File: src/sv/fgcn_pkg.sv
package fgcn_pkg;

  // Node numbers travel on the ports as seven-bit values, numbered from one.
  localparam int NODE_W        = 7;
  localparam int MAX_NODES_DEF = 64;

  typedef struct packed {
    logic [NODE_W-1:0] source_node;
    logic [NODE_W-1:0] target_node;
    logic              last_edge;
  } in_beat_t;

  typedef struct packed {
    logic [NODE_W-1:0] cycle_node;
    logic              last_node;
    logic              overflow;
  } out_beat_t;

  // Requests from the sequencer to the work queue.
  typedef struct packed {
    logic clear;
    logic push;
    logic pop;
  } q_ctrl_t;

  typedef enum logic [3:0] {
    ST_CLEAR,
    ST_LOAD,
    ST_INC,
    ST_PTR,
    ST_SCAN,
    ST_POP,
    ST_NODE,
    ST_TGT,
    ST_DEC,
    ST_E_RD,
    ST_E_CHK,
    ST_E_WAIT
  } state_t;

endpackage

File: src/sv/fgcn_queue.sv
module fgcn_queue #(
  parameter int DEPTH = fgcn_pkg::MAX_NODES_DEF,
  localparam int IDX_W = $clog2(DEPTH),
  localparam int CNT_W = $clog2(DEPTH + 1)
) (
  input  logic                clk,
  input  logic                rst_n,
  input  fgcn_pkg::q_ctrl_t   ctrl,
  input  logic [IDX_W-1:0]    push_data,
  output logic [IDX_W-1:0]    pop_data,
  output logic                empty
);

  logic [IDX_W-1:0] qmem [DEPTH];
  logic [CNT_W-1:0] head_r;
  logic [CNT_W-1:0] tail_r;
  logic [IDX_W-1:0] pop_data_r;

  assign empty    = (head_r == tail_r);
  assign pop_data = pop_data_r;

  // Each node enters the queue at most once, so the tail never passes the depth.
  always_ff @(posedge clk) begin
    if (ctrl.push && (int'(tail_r) < DEPTH)) begin
      qmem[tail_r[IDX_W-1:0]] <= push_data;
    end
    if (ctrl.pop) begin
      pop_data_r <= qmem[head_r[IDX_W-1:0]];
    end
  end

  always_ff @(posedge clk) begin
    if (!rst_n || ctrl.clear) begin
      head_r <= '0;
      tail_r <= '0;
    end else begin
      if (ctrl.push && (int'(tail_r) < DEPTH)) begin
        tail_r <= tail_r + CNT_W'(1);
      end
      if (ctrl.pop && !empty) begin
        head_r <= head_r + CNT_W'(1);
      end
    end
  end

endmodule

File: src/sv/functional_graph_cycle_nodes.sv
// Each edge beat is accepted, then updates the target's in-degree, then the source's pointer.
// After the last edge of a set of n nodes come a degree scan, the peeling of each node
// taken from the queue until the queue is found empty, then an output scan over the n
// nodes that sends one beat per surviving node, each beat waiting on out_ready.
// Reset (rst_n, synchronous, active low) and the end of every set start a clearing pass over
// all MAX_NODES words of the node memory, during which no edge is accepted.
module functional_graph_cycle_nodes #(
  parameter int MAX_NODES = fgcn_pkg::MAX_NODES_DEF
) (
  input  logic                clk,
  input  logic                rst_n,
  input  logic                in_valid,
  output logic                in_ready,
  input  fgcn_pkg::in_beat_t  in_data,
  output logic                out_valid,
  input  logic                out_ready,
  output fgcn_pkg::out_beat_t out_data
);

  localparam int NODE_W = fgcn_pkg::NODE_W;
  localparam int IDX_W  = $clog2(MAX_NODES);
  localparam int CNT_W  = $clog2(MAX_NODES + 1);

  // One word per node holds everything the peeling needs: whether it has been peeled,
  // its remaining in-degree and the node it points to (zero when it sent no edge).
  typedef struct packed {
    logic              removed;
    logic [CNT_W-1:0]  deg;
    logic [NODE_W-1:0] ptr;
  } word_t;

  fgcn_pkg::state_t state_r, state_nxt;

  // Node memory, one read and one write port, read data registered.
  word_t            dmem [MAX_NODES];
  word_t            rd_word_r;
  logic             mem_we;
  logic [IDX_W-1:0] mem_wa;
  logic [IDX_W-1:0] mem_ra;
  word_t            mem_wd;

  // Edge being loaded.
  logic [NODE_W-1:0] src_r;
  logic [NODE_W-1:0] tgt_r;
  logic              last_r;
  logic              cnt_ok_r;
  word_t             fwd_r;

  logic [CNT_W-1:0] edge_cnt_r;
  logic             dropped_r;
  logic [IDX_W-1:0] clr_i_r;
  logic [CNT_W-1:0] scan_i_r;
  logic             chk_v_r;
  logic [IDX_W-1:0] chk_idx_r;
  logic [IDX_W-1:0] node_r;
  logic [IDX_W-1:0] tidx_r;
  logic [CNT_W-1:0] rm_cnt_r;
  logic [CNT_W-1:0] emit_i_r;
  logic [CNT_W-1:0] emit_cnt_r;
  logic             out_valid_r;
  fgcn_pkg::out_beat_t out_data_r;

  // Work queue.
  fgcn_pkg::q_ctrl_t q_ctrl;
  logic [IDX_W-1:0]  q_push_data;
  logic [IDX_W-1:0]  q_data;
  logic              q_empty;

  // Decoded views of the registered state.
  logic             src_ok, tgt_ok, t_ok, dec_ok;
  logic [IDX_W-1:0] src_idx, tgt_idx, in_tgt_idx, t_idx;
  word_t            inc_word, ptr_word, rm_word, dec_word;
  logic [CNT_W-1:0] cyc_total;

  fgcn_queue #(
    .DEPTH (MAX_NODES)
  ) u_queue (
    .clk       (clk),
    .rst_n     (rst_n),
    .ctrl      (q_ctrl),
    .push_data (q_push_data),
    .pop_data  (q_data),
    .empty     (q_empty)
  );

  // A source or target counts only when the edge itself was kept and the node number lies
  // within capacity; an out-of-range source still adds to n.
  assign src_ok     = cnt_ok_r && (src_r != '0) && (int'(src_r) <= MAX_NODES);
  assign tgt_ok     = cnt_ok_r && (tgt_r != '0) && (int'(tgt_r) <= MAX_NODES);
  assign src_idx    = IDX_W'(src_r - NODE_W'(1));
  assign tgt_idx    = IDX_W'(tgt_r - NODE_W'(1));
  assign in_tgt_idx = IDX_W'(in_data.target_node - NODE_W'(1));

  // During peeling the word just read belongs to the popped node; its pointer matters only
  // when it lies within 1..n. A node pointing at itself is already marked removed, so it
  // is skipped here rather than read back while being written.
  assign t_idx = IDX_W'(rd_word_r.ptr - NODE_W'(1));
  assign t_ok  = (rd_word_r.ptr != '0) && (int'(rd_word_r.ptr) <= int'(edge_cnt_r)) &&
                 (t_idx != node_r);
  assign dec_ok = !rd_word_r.removed && (rd_word_r.deg != '0);

  assign cyc_total = edge_cnt_r - rm_cnt_r;

  always_comb begin
    inc_word     = rd_word_r;
    inc_word.deg = rd_word_r.deg + CNT_W'(1);
    // When the source equals the target, the word read for the source is stale by one
    // write, so the freshly incremented word is forwarded instead.
    ptr_word     = (tgt_ok && (src_idx == tgt_idx)) ? fwd_r : rd_word_r;
    ptr_word.ptr = tgt_r;
    rm_word         = rd_word_r;
    rm_word.removed = 1'b1;
    dec_word     = rd_word_r;
    dec_word.deg = rd_word_r.deg - CNT_W'(1);
  end

  // Next-state logic.
  always_comb begin
    state_nxt = state_r;
    case (state_r)
      fgcn_pkg::ST_CLEAR: begin
        if (clr_i_r == IDX_W'(MAX_NODES - 1)) begin
          state_nxt = fgcn_pkg::ST_LOAD;
        end
      end
      fgcn_pkg::ST_LOAD: begin
        if (in_valid) begin
          state_nxt = fgcn_pkg::ST_INC;
        end
      end
      fgcn_pkg::ST_INC: begin
        state_nxt = fgcn_pkg::ST_PTR;
      end
      fgcn_pkg::ST_PTR: begin
        state_nxt = last_r ? fgcn_pkg::ST_SCAN : fgcn_pkg::ST_LOAD;
      end
      fgcn_pkg::ST_SCAN: begin
        if ((scan_i_r == edge_cnt_r) && !chk_v_r) begin
          state_nxt = fgcn_pkg::ST_POP;
        end
      end
      fgcn_pkg::ST_POP: begin
        state_nxt = q_empty ? fgcn_pkg::ST_E_RD : fgcn_pkg::ST_NODE;
      end
      fgcn_pkg::ST_NODE: begin
        state_nxt = fgcn_pkg::ST_TGT;
      end
      fgcn_pkg::ST_TGT: begin
        state_nxt = t_ok ? fgcn_pkg::ST_DEC : fgcn_pkg::ST_POP;
      end
      fgcn_pkg::ST_DEC: begin
        state_nxt = fgcn_pkg::ST_POP;
      end
      fgcn_pkg::ST_E_RD: begin
        state_nxt = (emit_i_r == edge_cnt_r) ? fgcn_pkg::ST_CLEAR : fgcn_pkg::ST_E_CHK;
      end
      fgcn_pkg::ST_E_CHK: begin
        state_nxt = rd_word_r.removed ? fgcn_pkg::ST_E_RD : fgcn_pkg::ST_E_WAIT;
      end
      fgcn_pkg::ST_E_WAIT: begin
        if (out_ready) begin
          state_nxt = fgcn_pkg::ST_E_RD;
        end
      end
      default: begin
        state_nxt = fgcn_pkg::ST_CLEAR;
      end
    endcase
  end

  // Memory and queue control for each state.
  always_comb begin
    in_ready    = 1'b0;
    mem_ra      = '0;
    mem_we      = 1'b0;
    mem_wa      = '0;
    mem_wd      = '0;
    q_ctrl      = '0;
    q_push_data = tidx_r;
    case (state_r)
      fgcn_pkg::ST_CLEAR: begin
        mem_we       = 1'b1;
        mem_wa       = clr_i_r;
        q_ctrl.clear = 1'b1;
      end
      fgcn_pkg::ST_LOAD: begin
        in_ready = 1'b1;
        mem_ra   = in_tgt_idx;
      end
      fgcn_pkg::ST_INC: begin
        mem_we = tgt_ok;
        mem_wa = tgt_idx;
        mem_wd = inc_word;
        mem_ra = src_idx;
      end
      fgcn_pkg::ST_PTR: begin
        mem_we = src_ok;
        mem_wa = src_idx;
        mem_wd = ptr_word;
      end
      fgcn_pkg::ST_SCAN: begin
        mem_ra      = scan_i_r[IDX_W-1:0];
        q_ctrl.push = chk_v_r && (rd_word_r.deg == '0);
        q_push_data = chk_idx_r;
      end
      fgcn_pkg::ST_POP: begin
        q_ctrl.pop = !q_empty;
      end
      fgcn_pkg::ST_NODE: begin
        mem_ra = q_data;
      end
      fgcn_pkg::ST_TGT: begin
        mem_we = 1'b1;
        mem_wa = node_r;
        mem_wd = rm_word;
        mem_ra = t_idx;
      end
      fgcn_pkg::ST_DEC: begin
        mem_we      = dec_ok;
        mem_wa      = tidx_r;
        mem_wd      = dec_word;
        q_ctrl.push = dec_ok && (rd_word_r.deg == CNT_W'(1));
      end
      fgcn_pkg::ST_E_RD: begin
        mem_ra = emit_i_r[IDX_W-1:0];
      end
      default: begin
      end
    endcase
  end

  always_ff @(posedge clk) begin
    if (mem_we) begin
      dmem[mem_wa] <= mem_wd;
    end
    rd_word_r <= dmem[mem_ra];
  end

  // Payload registers.
  always_ff @(posedge clk) begin
    if (state_r == fgcn_pkg::ST_LOAD && in_valid) begin
      src_r  <= in_data.source_node;
      tgt_r  <= in_data.target_node;
      last_r <= in_data.last_edge;
    end
    if (state_r == fgcn_pkg::ST_INC) begin
      fwd_r <= inc_word;
    end
    if (state_r == fgcn_pkg::ST_SCAN) begin
      chk_idx_r <= scan_i_r[IDX_W-1:0];
    end
    if (state_r == fgcn_pkg::ST_NODE) begin
      node_r <= q_data;
    end
    if (state_r == fgcn_pkg::ST_TGT) begin
      tidx_r <= t_idx;
    end
    if (state_r == fgcn_pkg::ST_E_CHK) begin
      out_data_r.cycle_node <= NODE_W'(emit_i_r + CNT_W'(1));
      out_data_r.last_node  <= (emit_cnt_r + CNT_W'(1) == cyc_total);
      out_data_r.overflow   <= dropped_r;
    end
  end

  // Control registers.
  always_ff @(posedge clk) begin
    if (!rst_n) begin
      state_r     <= fgcn_pkg::ST_CLEAR;
      clr_i_r     <= '0;
      edge_cnt_r  <= '0;
      dropped_r   <= 1'b0;
      cnt_ok_r    <= 1'b0;
      scan_i_r    <= '0;
      chk_v_r     <= 1'b0;
      rm_cnt_r    <= '0;
      emit_i_r    <= '0;
      emit_cnt_r  <= '0;
      out_valid_r <= 1'b0;
    end else begin
      state_r <= state_nxt;
      case (state_r)
        fgcn_pkg::ST_CLEAR: begin
          clr_i_r    <= (clr_i_r == IDX_W'(MAX_NODES - 1)) ? '0 : clr_i_r + IDX_W'(1);
          edge_cnt_r <= '0;
          dropped_r  <= 1'b0;
          scan_i_r   <= '0;
          chk_v_r    <= 1'b0;
          rm_cnt_r   <= '0;
          emit_i_r   <= '0;
          emit_cnt_r <= '0;
        end
        fgcn_pkg::ST_LOAD: begin
          if (in_valid) begin
            // Once capacity is reached further edges are dropped, but a dropped last
            // edge still closes the set.
            if (int'(edge_cnt_r) < MAX_NODES) begin
              edge_cnt_r <= edge_cnt_r + CNT_W'(1);
              cnt_ok_r   <= 1'b1;
            end else begin
              dropped_r <= 1'b1;
              cnt_ok_r  <= 1'b0;
            end
          end
        end
        fgcn_pkg::ST_SCAN: begin
          if (scan_i_r != edge_cnt_r) begin
            scan_i_r <= scan_i_r + CNT_W'(1);
            chk_v_r  <= 1'b1;
          end else begin
            chk_v_r <= 1'b0;
          end
        end
        fgcn_pkg::ST_TGT: begin
          rm_cnt_r <= rm_cnt_r + CNT_W'(1);
        end
        fgcn_pkg::ST_E_CHK: begin
          if (rd_word_r.removed) begin
            emit_i_r <= emit_i_r + CNT_W'(1);
          end else begin
            out_valid_r <= 1'b1;
          end
        end
        fgcn_pkg::ST_E_WAIT: begin
          if (out_ready) begin
            out_valid_r <= 1'b0;
            emit_i_r    <= emit_i_r + CNT_W'(1);
            emit_cnt_r  <= emit_cnt_r + CNT_W'(1);
          end
        end
        default: begin
        end
      endcase
    end
  end

  assign out_valid = out_valid_r;
  assign out_data  = out_data_r;

  // A node leaves the queue only with no remaining in-degree and only once.
  a_peel_degree_zero: assert property (@(posedge clk) disable iff (!rst_n)
    state_r == fgcn_pkg::ST_TGT |-> !rd_word_r.removed && (rd_word_r.deg == '0))
    else $error("peeled node still had in-degree or was already removed");

  // When the output scan has run past n, every surviving node has been sent.
  a_emit_complete: assert property (@(posedge clk) disable iff (!rst_n)
    (state_r == fgcn_pkg::ST_E_RD) && (emit_i_r == edge_cnt_r) |->
      emit_cnt_r == cyc_total)
    else $error("cycle node count does not match beats sent");

  a_removed_bound: assert property (@(posedge clk) disable iff (!rst_n)
    rm_cnt_r <= edge_cnt_r)
    else $error("more nodes removed than the set holds");

  // The final beat of a set is followed by the end of the output scan, never another beat.
  a_last_ends_set: assert property (@(posedge clk) disable iff (!rst_n)
    out_valid && out_ready && out_data.last_node |=> !out_valid && !in_ready)
    else $error("beat after the final cycle node of a set");

endmodule
File: config.mk
export PLATFORM = sky130hd
export DESIGN_NAME = functional_graph_cycle_nodes
export DESIGN_NICKNAME = d
export VERILOG_FILES = /design/src/sv/fgcn_pkg.sv /design/src/sv/fgcn_queue.sv /design/src/sv/functional_graph_cycle_nodes.sv
export SDC_FILE = /design/constraint.sdc
export NUM_CORES = 2
export LEC_CHECK = 0
export ABC_CLOCK_PERIOD_IN_PS = 5500
export BUFFER_PORTS_ARGS = -buffer_cell sky130_fd_sc_hd__buf_2
export CAP_MARGIN = 20
export CORE_AREA = 3 3 455 457
export DETAILED_ROUTE_END_ITERATION = 16
export DIE_AREA = 0 0 458 460
export GPL_TIMING_DRIVEN = 1
export SYNTH_ARGS = -nofsm -noshare
export SYNTH_HDL_FRONTEND = slang
export SYNTH_SLANG_ARGS = --single-unit
File: constraint.sdc
create_clock -name clk -period 5.5 [get_ports clk]
set_input_delay 1.1 -clock clk [delete_from_list [all_inputs] [get_ports clk]]
set_output_delay 1.1 -clock clk [all_outputs]
set_load 0.05 [all_outputs]
# == Yosys cells after proc, flatten, opt, wreduce, memory -nomap -nowiden ==
# Memories as Yosys holds them, arrays and structs flattened. A register that Yosys moved wholly into a read port is not among the register bits.
# Cells that the tools add are included.
# word_totals
ram_bits,1344
word_cells,161
out_inout_bits,11
reg_bits,120
memories,2
# op_classes
n_addsub,15
n_reduce_logical,40
muxes,45
eq_ne,29
n_lt_le_gt_ge,5
# memory_table
name,words,word_bits,rd,rd_ports_with_merged_regs,wr,line_no,source
dmem,64,15,1,1,1,functional_graph_cycle_nodes.sv:35,word_t dmem [MAX_NODES];
u_queue.qmem,64,6,1,1,1,fgcn_queue.sv:14,logic [IDX_W-1:0] qmem [DEPTH];
# op_table
operator,count
$pmux W15 S4,1
$add A7 B1 Y7 const B,8
$pmux W7 S2,4
$pmux W4 S12,1
$mux W7,6
$pmux W6 S6,1
$pmux W6 S5,1
$eq A7 B7 Y1,4
$mux W4,7
$reduce_bool A7 Y1,4
$sub A6 B1 Y6 const B,4
$pmux W7 S3,1
$eq A4 B3 Y1 const B,4
$eq A4 B4 Y1 const B,4
$mux W15,1
$le A7 B7 Y1 const B,2
$logic_and A1 B1 Y1,14
$lt A7 B7 Y1 const B,2
$ne A2 B2 Y1 const B,7
$mux W1,13
$mux W6,2
$reduce_and A3 Y1,4
$reduce_bool A2 Y1,5
$eq A4 B2 Y1 const B,2
23 further kinds,32

# == Logic depth before layout (Yosys ltp) ==
# logic_depth
word_depth,7
ltp_mapped,14
depth_no_buf,10

# == By module ==
# Synthesis repeated with hierarchy kept, for this count alone.
# hier_totals
cells_unflattened,3904
hier_area_um2,60071.4
# by_module_without_submodules
mod,n_inst,cells_each,area_per_inst_um2
functional_graph_cycle_nodes,1,3082,44089.8
fgcn_queue,1,822,15981.6

# == Worst setup path before layout ==
# Ideal clock, no wire load.
# synth_timing
path_type,register to register
startpoint,register src_r[0]
endpoint,"memory dmem[0][11] (netlist name), data pin"
n_path_buf,1
path_slack_ns,-0.154
required_time_ns,4.798
period_less_slack_ns,5.654
arrival_time_ns,4.953
path_stages_with_launch,9
setup_time_ns,0.702
path_cell_list,edfxtp_1 > or4_4 > or3_1 > and2_1 > xor2_1 > or4_1 > buf_6 > mux2i_1 > o21ai_0
# synth_lines
item,line_no,source
start: declaration,functional_graph_cycle_nodes.sv:43,logic [NODE_W-1:0] src_r;
start signal: assignment,functional_graph_cycle_nodes.sv:242,src_r <= in_data.source_node;
end: declaration,functional_graph_cycle_nodes.sv:35,

# == Worst setup path after layout ==
# layout_timing
startpoint,register state_r[1]
endpoint,"register, netlist name rd_word_r[11]"
# layout_via
elab_chain_len,2
word_cells_on_any_way,7
cone_classes,eq/ne (6); mux (1)
# layout_rtl
item,line_no,source
start: declaration,functional_graph_cycle_nodes.sv:32,"fgcn_pkg::state_t state_r, state_nxt;"
start signal: assignment,functional_graph_cycle_nodes.sv:268,state_r <= fgcn_pkg::ST_CLEAR;
start signal: assignment,functional_graph_cycle_nodes.sv:280,state_r <= state_nxt;
"$eq A4 B4 Y1, or another cell as far along",functional_graph_cycle_nodes.sv:180,case (state_r)
$pmux W6 S6 *,functional_graph_cycle_nodes.sv:180,
# Mark *: on every way between the ends. The rest lies on a longest branch, timed or not.
# A chain may end at the register's enable or synchronous reset.

==> Flow_metrics.wiki <==
{| class="wikitable"
! Metric !! Value
|-
| Clock network latency to the later pin of the worst-skew pair || 790 ps
|-
| Number of port buffers || 29
|-
| Unrepaired setup endpoints after global routing || false
|-
| Proportion of power drawn by combinational gates || 2.0%
|-
| Result of the run || completed
|-
| Avg WL per Cell || 23.4 um
|-
| Power Internal || 17.6 mW
|-
| Arrival time of the worst setup path || 5420 ps
|-
| Overall routed net length || 164,000 um
|-
| Initial Utilization || 29.8%
|-
| CTS tree || built
|-
| Biggest area consumer among synthesized cells || edfxtp_1
|-
| Cell type with the highest occurrence count on the critical path || buf_4
|-
| Worst IR Drop VDD || 315 uV
|-
| Min Tclk post-route || 4810 ps
|-
| Clock power frac || a little over two fifths
|-
| Number of placement rows || 166
|-
| Cell leakage power || 22.4 nW
|-
| Ys flop type || edfxtp_1
|-
| Avg Inst Size Synth || 15.0 um^2
|-
| Number of unique standard cell types used by synthesis || 89
|-
| Master of the slowest instance on the critical path || dfxtp_1
|-
| R2R depth || 10
|-
| Max-slew headroom || 25.9%
|-
| Number of register bits inferred by synthesis || ~1,500
|-
| Final-layout setup total negative slack || 0 ps
|-
| Core region area || 204,000 um^2
|-
| Fraction of the yosys area taken by sequential cells || 71.6%
|-
| Clock transition at the register clock pins on the worst setup and hold paths after CTS || 70 ps
|-
| Fraction of synthesized cell area taken by the top area cell type || 69.1%
|-
| Critical path capture point type || register
|-
| Number of enable-type register cells in the synthesized netlist || 1,400
|-
| Switching share of total power || 20.9%
|-
| Max H-tree Level || 4
|-
| Overall die area || 211,000 um^2
|-
| Max-capacitance violation count || 0
|-
| Total Routing Usage GR || between 10% and 20%
|-
| Worst-path cell chain || nand4b_1 > buf_4 > a21oi_1 > nor4_4 > buf_4 > nor2_1 > a32o_1 > nor4_1 > a211oi_1 > o211ai_1
|-
| Horizontal extent of the die || 458 um
|-
| PD cells || 319 nW/um^2
|-
| Final HPWL DP || 104,000 um
|-
| Worst reg2reg setup slack || approximately 690 ps
|-
| Fraction of synthesis flops using an asynchronous set or reset pin || 0%
|-
| Cell area after technology mapping || 60,900 um^2
|-
| Die Height || 460 um
|-
| Via count of the first global-routing pass || 35,426
|-
| Antenna-violating nets left || 0
|-
| Class of the tightest hold or removal check || register to register
|-
| Largest net degree at the start of global routing || 102
|-
| Number of setup violations in the final report || 0
|-
| Placed cell count || 6,753
|-
| Area delta synth->final || 14.8%
|-
| Start-to-end type of the worst setup path || register to register
|-
| Worst hold endpoint || out_data[0]
|-
| Measured slew at the worst slew-check pin || 1110 ps
|-
| Clock sink total || 1,478
|-
| Slowest cell delay on critical path || 980 ps
|-
| First-pass GRT wire length || 242,000 um
|-
| Synthesized net count || 4,119
|-
| R2R Path Start || state_r[1]
|-
| Cells resized by post-CTS repair || 0
|-
| Critical R2R Capture || rd_word_r[11]
|-
| Hold-fix buffers, CTS || 0
|-
| Final Non-Filler Cells || 7,025
|-
| Post-CTS setup buffer count || 0
|-
| Kind of start point of the critical path || register
|-
| I/O pins || 30
|-
| Leading cell types by total area after synthesis || edfxtp_1, mux4_2, nand2_1
|-
| Count of nets after finishing || ~4,300
|-
| Routability congestion estimate from global placement || 0.939
|-
| DRC viols || 0
|-
| Share of post-route cells with drive strength above 1 || 15.4%
|-
| Required time at the worst-slack endpoint || 6110 ps
|-
| Violation count after the first detailed-route iteration || between 4,000 and 5,000
|-
| Number of warnings issued by yosys || 0
|-
| Max Buffers Root-to-Sink || 3
|-
| Num CTS Buffers || 144
|-
| Routed via count divided by cell count || 5.18
|-
| Worst hold path startpoint || dropped_r
|-
| Final design utilization || 34.2%
|-
| Critical Path Fanout Max || 32
|-
| Antenna violations before repair || 6
|-
| Gr ovfl total || 0
|-
| Fmax || 0.208 GHz
|-
| Share of the cycle needed by the critical path after routing || 87.4%
|-
| Router iterations before antenna repair || 8
|-
| Switching power || around 4.7 mW
|-
| Final number of hold-violating endpoints || 0
|-
| Synthesized instance count || about 4,100
|-
| Worst Skew || 42.4 ps
|-
| Count of vias placed by the detailed router || 36,371
|-
| Seq pwr share || 55.5%
|-
| WHS || between 400 and 500 ps
|-
| Worst hold path cell count || 0
|-
| Clock Root Buffer || clkbuf_16
|-
| Number of slew-limit violations in the final report || 0
|}
## registers in the layout (all words and copies together) (netlist names), 4 cells and up
register          count
dmem                960
u_queue.qmem        384
out_data              9
dec_word              8
fwd_r                 8
edge_cnt_r            7
emit_cnt_r            7
emit_i_r              7
rd_word_r             7
rm_cnt_r              7
scan_i_r              7
src_r                 7
tgt_r                 7
u_queue.head_r        7
u_queue.tail_r        7
chk_idx_r             6
clr_i_r               6
node_r                6
tidx_r                6
u_queue.pop_data      6
state_r               4
## worst max-delay path by stage
stage,from,to,cells after the start
3_3_place_gp,state_r[1],rd_word_r[11],10
3_5_place_dp,in_data[1],rd_word_r[11],10
5_1_grt,state_r[1],rd_word_r[11],10
4_1_cts,state_r[1],rd_word_r[11],10
2_1_floorplan,src_r[0],dmem[0][9],8
6_report,state_r[1],rd_word_r[11],10
## power groups by stage
stage / sequential [mW] / combinational (mW) / clock (mW)
after CTS: 12.4 / 0.438 / 9.65
after detailed placement: 12.6 / 0.436 / 0
after global routing: 12.4 / 0.473 / 10.1
after global placement: 12.6 / 0.428 / 0
final: 12.4 / 0.448 / 9.48
after floorplan: 12.6 / 0.226 / 0
## routing by layer
metal	GRT usage [%]	vias up	share of wire, %
met1	21.0	18586	42
met2	24.4	1498	47
met4	5.65	0	3.5
li1	-	15985	-
met5	0	-	0
met3	2.72	302	7.3
## cell families after synthesis
| kind of cell | Yosys count | share of synthesized area (%) |
|---|---|---|
| flops | 1478 | 71.6 |
| buf+inv | 341 | 2.47 |
| xor+xnor | 93 | 1.36 |
| mux | 300 | 7.86 |
| fa+ha+maj | 31 | 0.650 |
| compound gates | 583 | 7.00 |
| simple gates | 1243 | 9.01 |
## cells in the mapped netlist (all sizes together) (18+ instances only)
library cell	instances
a211oi	41
a21oi	114
a221oi	46
a22oi	18
a311o	37
a311oi	22
a31oi	81
a32oi	21
and2	19
and3	34
buf	132
clkbuf	114
dfxtp	78
edfxtp	1400
ha	30
inv	94
mux2	24
mux2i	136
mux4	140
nand2	627
nand3	197
nand4	23
nor2	236
nor2b	23
o21ai	44
o22ai	34
xnor2	62
xor2	30
## critical path: cells and delay by family (launching register included)
| kind | cells | cell delay (ps) |
|---|---|---|
| flops | 1 | 980 |
| compound gates | 4 | 1640 |
| buf+inv | 2 | 630 |
| simple gates | 4 | 1320 |
## layout make-up
type,instances,area [um^2]
diodes,3,7.51
clock buffers,185,3850
clock inverters,77,591
fillers,19524,134000
inverters,95,357
multi-input cells,2250,16000
flip-flops and latches,1478,43600
well taps,2688,3360
repair buffers,249,2120
## layout by cell type (no fill, tap or decap), types with 24 or more instances in the layout
cell type,instances
o22ai_1,33
inv_1,93
a21oi_1,112
clkinv_1,30
a31oi_1,81
clkinv_2,26
and3_1,33
ha_1,30
buf_12,26
nor2_1,235
mux2i_1,136
clkbuf_16,148
buf_2,30
buf_4,192
dfxtp_1,75
a211oi_1,40
mux4_2,140
edfxtp_1,1400
a221oi_1,46
o21ai_0,37
clkbuf_1,36
xnor2_1,62
a311o_1,37
mux2_2,24
nand2_1,624
xor2_1,30
nand3_1,195
## per-stage QoR
stage,setup WS [ps],instance area (um^2),power [mW]
2_1_floorplan,644,60900,12.8
4_1_cts,758,69700,22.5
5_1_grt,440,69900,23.0
3_5_place_dp,803,65300,13.1
3_3_place_gp,823,65300,13.0
6_report,691,69900,22.3
(Power assumes the default switching activity.)
